==> src/design/x86e_pkg.sv <==
`timescale 1ns / 1ps
// ----------------------------------------------------------------------------
// x86e_pkg
// shared types and constants for the three-address code emitter
// ----------------------------------------------------------------------------
package x86e_pkg;

  localparam int unsigned SlotCount    = 256;
  localparam int unsigned SlotIdxBits  = $clog2(SlotCount);
  localparam int unsigned SlotCntBits  = SlotIdxBits + 1;
  localparam int unsigned TempRegs     = 7;
  localparam int unsigned VarIdBits    = 16;
  localparam int unsigned CodeAddrBits = 16;
  localparam int unsigned FrameMax     = 4095;
  localparam int unsigned BufLen       = 40;
  localparam int unsigned BufIdxBits   = 6;

  localparam logic [2:0] ActBegin = 3'd0;
  localparam logic [2:0] ActEnd   = 3'd1;
  localparam logic [2:0] ActAssign = 3'd2;
  localparam logic [2:0] ActBinop = 3'd3;
  localparam logic [2:0] ActFinal = 3'd4;

  localparam logic [2:0] OpAdd = 3'd0;
  localparam logic [2:0] OpSub = 3'd1;
  localparam logic [2:0] OpMul = 3'd2;
  localparam logic [2:0] OpDiv = 3'd3;
  localparam logic [2:0] OpMod = 3'd4;

  localparam logic [1:0] KindConst = 2'd0;
  localparam logic [1:0] KindVar   = 2'd1;
  localparam logic [1:0] KindTemp  = 2'd2;

  localparam logic [1:0] ItemByte  = 2'd0;
  localparam logic [1:0] ItemPatch = 2'd1;
  localparam logic [1:0] ItemSize  = 2'd2;
  localparam logic [1:0] ItemFault = 2'd3;

  localparam logic [2:0] FltNone    = 3'd0;
  localparam logic [2:0] FltUnknown = 3'd1;
  localparam logic [2:0] FltSlots   = 3'd2;
  localparam logic [2:0] FltBuffer  = 3'd3;
  localparam logic [2:0] FltOperand = 3'd4;

  // search request to the slot table
  typedef struct packed {
    logic                 start;
    logic [VarIdBits-1:0] key;
    logic [SlotCntBits-1:0] count;
  } srch_req_t;

  typedef struct packed {
    logic                   done;
    logic                   found;
    logic [SlotIdxBits-1:0] idx;
  } srch_rsp_t;

  typedef struct packed {
    logic                   we;
    logic [SlotIdxBits-1:0] addr;
    logic [VarIdBits-1:0]   key;
  } slot_wr_t;

  function automatic logic [7:0] rexw(input logic [3:0] r, input logic [3:0] rm);
    rexw = 8'h48 | {5'd0, r[3], 2'd0} | {7'd0, rm[3]};
  endfunction

  function automatic logic [31:0] slot_disp(input logic [SlotIdxBits-1:0] i);
    slot_disp = 32'd0 - (32'd16 + {{(29 - SlotIdxBits){1'b0}}, i, 3'd0});
  endfunction

endpackage

==> src/design/x86e_slot_tbl.sv <==
`timescale 1ns / 1ps
// ----------------------------------------------------------------------------
// x86e_slot_tbl
// slot key memory with a sequential search, one entry per cycle
// ----------------------------------------------------------------------------
module x86e_slot_tbl (
  input  logic                  clk_i,
  input  logic                  rst_ni,
  input  x86e_pkg::srch_req_t   req_i,
  input  x86e_pkg::slot_wr_t    wr_i,
  output x86e_pkg::srch_rsp_t   rsp_o
);

  typedef enum logic [1:0] {SIdle, SRead, SDone} state_e;

  logic [x86e_pkg::VarIdBits-1:0]   mem_q [x86e_pkg::SlotCount];
  logic [x86e_pkg::VarIdBits-1:0]   rdata_q;
  logic [x86e_pkg::SlotCntBits-1:0] ptr_q, cnt_q;
  logic [x86e_pkg::VarIdBits-1:0]   key_q;
  logic [x86e_pkg::SlotIdxBits-1:0] hit_q;
  logic                             found_q;
  state_e                           state_q;

  always_ff @(posedge clk_i) begin
    if (wr_i.we) begin
      mem_q[wr_i.addr] <= wr_i.key;
    end
    rdata_q <= mem_q[ptr_q[x86e_pkg::SlotIdxBits-1:0]];
  end

  // ptr_q addresses the read; rdata_q holds entry ptr_q-1 in SRead
  always_ff @(posedge clk_i or negedge rst_ni) begin
    if (!rst_ni) begin
      state_q <= SIdle;
      ptr_q   <= '0;
      cnt_q   <= '0;
      key_q   <= '0;
      hit_q   <= '0;
      found_q <= 1'b0;
    end else begin
      case (state_q)
        SIdle: begin
          if (req_i.start) begin
            key_q   <= req_i.key;
            cnt_q   <= req_i.count;
            found_q <= 1'b0;
            if (req_i.count == '0) begin
              state_q <= SDone;
            end else begin
              ptr_q   <= {{(x86e_pkg::SlotCntBits-1){1'b0}}, 1'b1};
              state_q <= SRead;
            end
          end else begin
            ptr_q <= '0;
          end
        end
        SRead: begin
          if (rdata_q == key_q) begin
            found_q <= 1'b1;
            hit_q   <= x86e_pkg::SlotIdxBits'(ptr_q - 1'b1);
            state_q <= SDone;
          end else if (ptr_q >= cnt_q) begin
            state_q <= SDone;
          end else begin
            ptr_q <= ptr_q + 1'b1;
          end
        end
        SDone: begin
          ptr_q   <= '0;
          state_q <= SIdle;
        end
        default: state_q <= SIdle;
      endcase
    end
  end

  assign rsp_o.done  = (state_q == SDone);
  assign rsp_o.found = found_q;
  assign rsp_o.idx   = hit_q;

endmodule

==> config.mk <==
export PLATFORM = sky130hd
export DESIGN_NAME = x86e_slot_tbl
export DESIGN_NICKNAME = d
export VERILOG_FILES = /design/src/design/x86e_pkg.sv /design/src/design/x86e_slot_tbl.sv
export SDC_FILE = /design/constraint.sdc
export NUM_CORES = 2
export LEC_CHECK = 0
export BUFFER_PORTS_ARGS = -buffer_cell sky130_fd_sc_hd__buf_2
export CAP_MARGIN = 10
export CELL_PAD_IN_SITES_DETAIL_PLACEMENT = 0
export CELL_PAD_IN_SITES_GLOBAL_PLACEMENT = 2
export CORE_MARGIN = 8
export CORE_UTILIZATION = 43
export DETAILED_ROUTE_END_ITERATION = 7
export PLACE_DENSITY_LB_ADDON = 0.1
export SLEW_MARGIN = 20
export SYNTH_ARGS = -nofsm -noshare
export SYNTH_HDL_FRONTEND = slang
export SYNTH_SLANG_ARGS = --single-unit
export TNS_END_PERCENT = 50
==> constraint.sdc <==
create_clock -name clk_i -period 4.45 [get_ports clk_i]
set_input_delay 0.89 -clock clk_i [delete_from_list [all_inputs] [get_ports clk_i]]
set_output_delay 0.89 -clock clk_i [all_outputs]
set_load 0.01 [all_outputs]
Word level (Yosys, flattened, before mapping)
Memory sizes are Yosys's and may differ from the RTL's. A register that Yosys moved wholly into a read port is not among the register bits.
Cells that the tools add are included.
- flip-flop bits (word level): 45
- bits in writable memories: 4096
- bits of input ports: 53
- output and inout port bits: 10
- logic and storage cells: 43
- memories: 1
- memory list (memory ; depth ; bits a word ; rd ports ; clocked after memory_dff ; wr ports ; line ; text):
    mem_q ; 256 ; 16 ; 1 ; 1 ; 1 ; x86e_slot_tbl.sv:16 ; logic [x86e_pkg::VarIdBits-1:0] mem_q [x86e_pkg::SlotCount];
- $add $sub $neg: 2
- order comparisons: 1
- eq/ne operators: 9
- mux-type cells: 15
- reduce and logical (&&, ||, !) cells: 9
- operators with widths (cell ; count):
    two-way mux 9 bit ; 4
    case mux 9 bit (3 select lines) ; 1
    == test 16 bit ; 1
    adder 9 x 1 -> 9 bit, second input constant ; 1
    >= comparator 9 bit ; 1
    zero test 9 bit ; 1
    two-way mux 2 bit ; 4
    inequality test 2 bit, second input constant ; 4
    subtractor 8 x 1 -> 8 bit, second input constant ; 1
    inequality test 3 bit, second input constant ; 2
    AND reduction 2 bit ; 3
    two-way mux 1 bit ; 4
    case mux 2 bit (2 select lines) ; 1
    AND reduction 4 bit ; 1
    AND reduction 3 bit ; 1
    nonzero test 3 bit ; 1
    == test 2 x 1 -> 1 bit, second input constant ; 1
    == test 2 bit, second input constant ; 1
    zero test 2 bit ; 1
    case mux 1 bit (2 select lines) ; 1
    nonzero test 2 bit ; 1

Depth between registers and ports, before layout
- depth in word-level cells: 4
- depth in mapped cells: 15
- depth with buffers taken out: 9

Least setup slack after synthesis
OpenSTA, ideal clock, no wires.
- path kind: reg2reg
- start: reg ptr_q[0] in the netlist's numbering
- end: reg ptr_q[0] in the netlist's numbering
- setup time: 0.125 ns
- arrival: 3.222 ns
- setup slack: 1.103 ns
- cell stages (with the launch flop): 16
- clock period less this slack: 3.347 ns
- cell sequence: dfrtp_1 buf_6 buf_6 buf_6 buf_4 buf_6 buf_2 inv_1 ha_1 nand2b_1 a21o_1 a21oi_1 o21ai_0 a21o_1 a21oi_1 mux2_2
- word-level cells in the longest chain between the ends: 4
- ends and longest elaborated chain (item ; line ; text):
    start: declaration ; x86e_slot_tbl.sv:18 ; logic [x86e_pkg::SlotCntBits-1:0] ptr_q, cnt_q;
    start signal: assignment ; x86e_slot_tbl.sv:50 ; ptr_q <= {{(x86e_pkg::SlotCntBits-1){1'b0}}, 1'b1};
    start signal: assignment ; x86e_slot_tbl.sv:65 ; ptr_q <= ptr_q + 1'b1;
    adder 9 x 1 -> 9 bit ; x86e_slot_tbl.sv:65 ;
    two-way mux 9 bit ; x86e_slot_tbl.sv:62 ; end else if (ptr_q >= cnt_q) begin
    two-way mux 9 bit ; x86e_slot_tbl.sv:58 ; if (rdata_q == key_q) begin
    case mux 9 bit (3 select lines) ; x86e_slot_tbl.sv:41 ; case (state_q)
Several ways; a longest one is shown, not always the timed one. The select of a mux whose other input is x is not followed.
A chain may end at the register's enable or synchronous reset.

==> flow_summary_export.csv <==
group,metric,value,unit
setup_path,critPathArrivalTime,5140,ps
setup_path,rr_startpoint,"ptr_q[0]",
logic_synthesis,syn_nets,6862,
clock_tree,ctsHoldBuffers,0,
sta,fin_worst_skew,50.52,ps
setup_path,path_class,"reg2reg",
setup_path,startpoint,"ptr_q[0]",
logic_synthesis,syn_area_per_cell,23.43,um2
final_layout,areaGrowthSynthToFinish,15.61,%
clock_tree,path_clk_slew,60,ps
setup_path,endpoint,"rdata_q[7]",
place,dp_hpwl,276400,um
floorplanning,rows,223,
logic_synthesis,synth_mux_area_share,17.23,%
place,place_inst,12030,
logic_synthesis,ys.flop_type,"edfxtp_1",
power_and_ir_drop,ir_drop,0.0003780,V
drt,wl_per_cell,36.13,um
floorplanning,num_io_pins,63,
setup_path,path_max_fanout,31,
global_route,grt_pass1_vias,77330,
drt,totalWireLength,464100,um
logic_synthesis,synth_cells,6795,
sta,maxSlewViolCount,0,
logic_synthesis,synth_edf_count,4096,
setup_path,regToRegSetupSlack,140,ps
setup_path,r2r_end,"rdata_q[7]",
power_and_ir_drop,p_per_area,532.5,nW/um2
drt,vias_per_cell,5.922,
drt,vias,76080,
clock_tree,cts_buffers,441,
global_route,grt_usage,23.40,%
job,maxCapViolCount,0,
place,place_congestion,0.7911,
logic_synthesis,ys_warn_count,0,
logic_synthesis,synth_compound_area_share,1.752,%
floorplanning,coreArea,368900,um2
drt,dr.first_iter.drc_count,8686,
outcome,outcome,"finished clean",
setup_path,cp-end-kind,"register",
drt,ant_nets,0,
clock_tree,htree_levels,5,
global_route,grt_start_max_net_pins,131,
sta,hold_violations,0,
sta,worst_slack,143.2,ps
place,place_ws,-60.75,ps
floorplanning,dieArea,390000,um2
drt,drc,0,
sta,final-setup-viol-count,0,
sta,fmax,0.2322,GHz
clock_tree,cts_sinks,4157,
sta,tightestPinTransition,1228,ps
setup_path,crit_required,5280,ps
logic_synthesis,synth.ff_latch_count,4157,
sta,rsz0062_at_grt,"false",
global_route,grt_first_pass_wirelength,638600,um
global_route,overflow,0,
logic_synthesis,synth-simple-area-share,1.359,%
sta,period_share,96.78,%
sta,fin_crit,4307,ps
logic_synthesis,synth_top_family_by_area,"multiplexers",
final_layout,nets,7593,
place,io_buffers,62,
logic_synthesis,yosys.area_share.xor_xnor,0.1210,%
final_layout,final_util,49.91,%
floorplanning,die_x,624.5,um
logic_synthesis,ys_async_sr_fraction,1.083,%
clock_tree,clkLatencyLatePin,970,ps
final_layout,drive_gt1_share,33.76,%
global_route,antenna_found_initial,35,
logic_synthesis,synth_cell_types,64,
clock_tree,post_cts_resized,1,
setup_path,start_kind,"register",
setup_path,reg2reg_depth,11,
clock_tree,cts_tree,"yes",
floorplanning,initial_utilization,43.17,%
final_layout,finalNonFillerCells,12850,
logic_synthesis,synth-seq-area-share,78.15,%
clock_tree,clk_path_buf_depth,4,
logic_synthesis,synth_area,159200,um2
floorplanning,die_h,624.5,um
sta,relSlewSlack,18.16,%
clock_tree,cts_setup_buffers,0,
logic_synthesis,synthAdderAreaFrac,0.1100,%
drt,dr.pass1.iters,8,
worst_hold_path,worst_hold_path_type,"in2async",
power_and_ir_drop,leakage,0.05644,uW
clock_tree,clockRootBuffer,"clkbuf_16",
-- synth_stat cells (all sizes together) (16+ instances only) --
master	count	share of area, %
o211ai	25	0.12
clkbuf	155	0.37
a22oi	113	0.53
mux2i	128	0.80
a22o	16	0.088
nor2	293	0.69
a221oi	18	0.099
o21ai	28	0.088
nor3	20	0.063
a21oi	60	0.19
edfxtp	4096	77
nand2	85	0.20
mux4	1148	16
xnor2	20	0.11
buf	238	0.87
nand4	16	0.063
dfxtp	16	0.20
o22ai	40	0.16
nand3	34	0.11
inv	16	0.038
mux2	26	0.18
dfrtp	45	0.71
-- registers in the layout, indices dropped and copies added, names as in the netlist --
register / count
ptr_q: 9
state_q: 2
rdata_q: 16
mem_q: 4096
cnt_q: 9
hit_q: 8
key_q: 16
found_q: 1
-- metal layers --
layer	up-vias	GRT usage, %	share of wire [%]
met5	-	0	0
met3	583	3.415	6.4
met4	0	6.472	3.0
met1	42150	33.66	43
met2	2669	37.66	48
li1	30680	-	-
-- report_power, final --
group          switching [uW]  internal [uW]
sequential                508          43300
clock                   15200          20600
combinational            9740           8740
-- placed cells by master (no fill, tap or decap), types with 24 or more instances in the layout --
master and n:
o22ai_1 40, nor2_1 141, clkinv_1 109, a22oi_1 113, nand2_1 83, nor2_2 150, dfrtp_1 37, clkbuf_16 448
o211ai_1 25, buf_4 547, mux2i_1 128, clkbuf_1 85, mux4_2 1148, a21oi_1 60, o21ai_0 24, mux2_2 26
edfxtp_1 4096, nand3_1 25, bufinv_16 35, buf_2 46, clkinv_2 82, buf_12 71
-- critical path, stage by stage (launching register included) --
cell and delay, ps:
dfrtp_4 670, buf_12 260, buf_12 290, buf_4 440, mux4_2 580, mux2i_1 280
o22a_1 190, o2111ai_1 300, a221oi_2 520, buf_4 240, a211oi_1 100, a31o_1 250
-- worst min-delay path by stage --
stage	start	endpoint	slack, ps	cells after the start
detailed placement	hit_q[1]	hit_q[1]	480	2
floorplan	ptr_q[8]	ptr_q[8]	460	1
finish	rst_ni	cnt_q[5]	90	2
global route	rst_ni	cnt_q[8]	100	2
global placement	hit_q[7]	hit_q[7]	470	2
CTS	rst_ni	state_q[0]	30	2
-- stage by stage --
step	hold WS (ps)	TNS, ps	total power (uW)	area, um2
floorplan	457.0	0	56650	159200
global placement	468.6	-80.91	63500	170000
detailed placement	475.4	-60.75	63540	170000
CTS	27.06	0	99170	184000
global route	99.84	0	101100	184100
finish	89.91	0	98020	184100
-- cells by family (layout without fill, tap and decap cells) --
logic type               after synthesis  after routing
flip-flops                          4157           4157
other                                  0              9
adder cells (fa/ha/maj)               14             14
multiplexers                        1302           1302
buffers and inverters                410           1502
AND/OR/NAND/NOR                      502            502
AO/OA/AOI/OAI                        388            388
XOR/XNOR                              22             22
-- cell type report --
class	instances	area (um2)
clock inverter	261	2327
antenna	9	22.52
sequential	4157	124500
inverter	17	65.06
timing repair buffer	681	6026
clock buffer	543	11670
fill	29590	184800
multi-input combinational	2228	33310
tap	4950	6193
(Power assumes the default switching activity.)
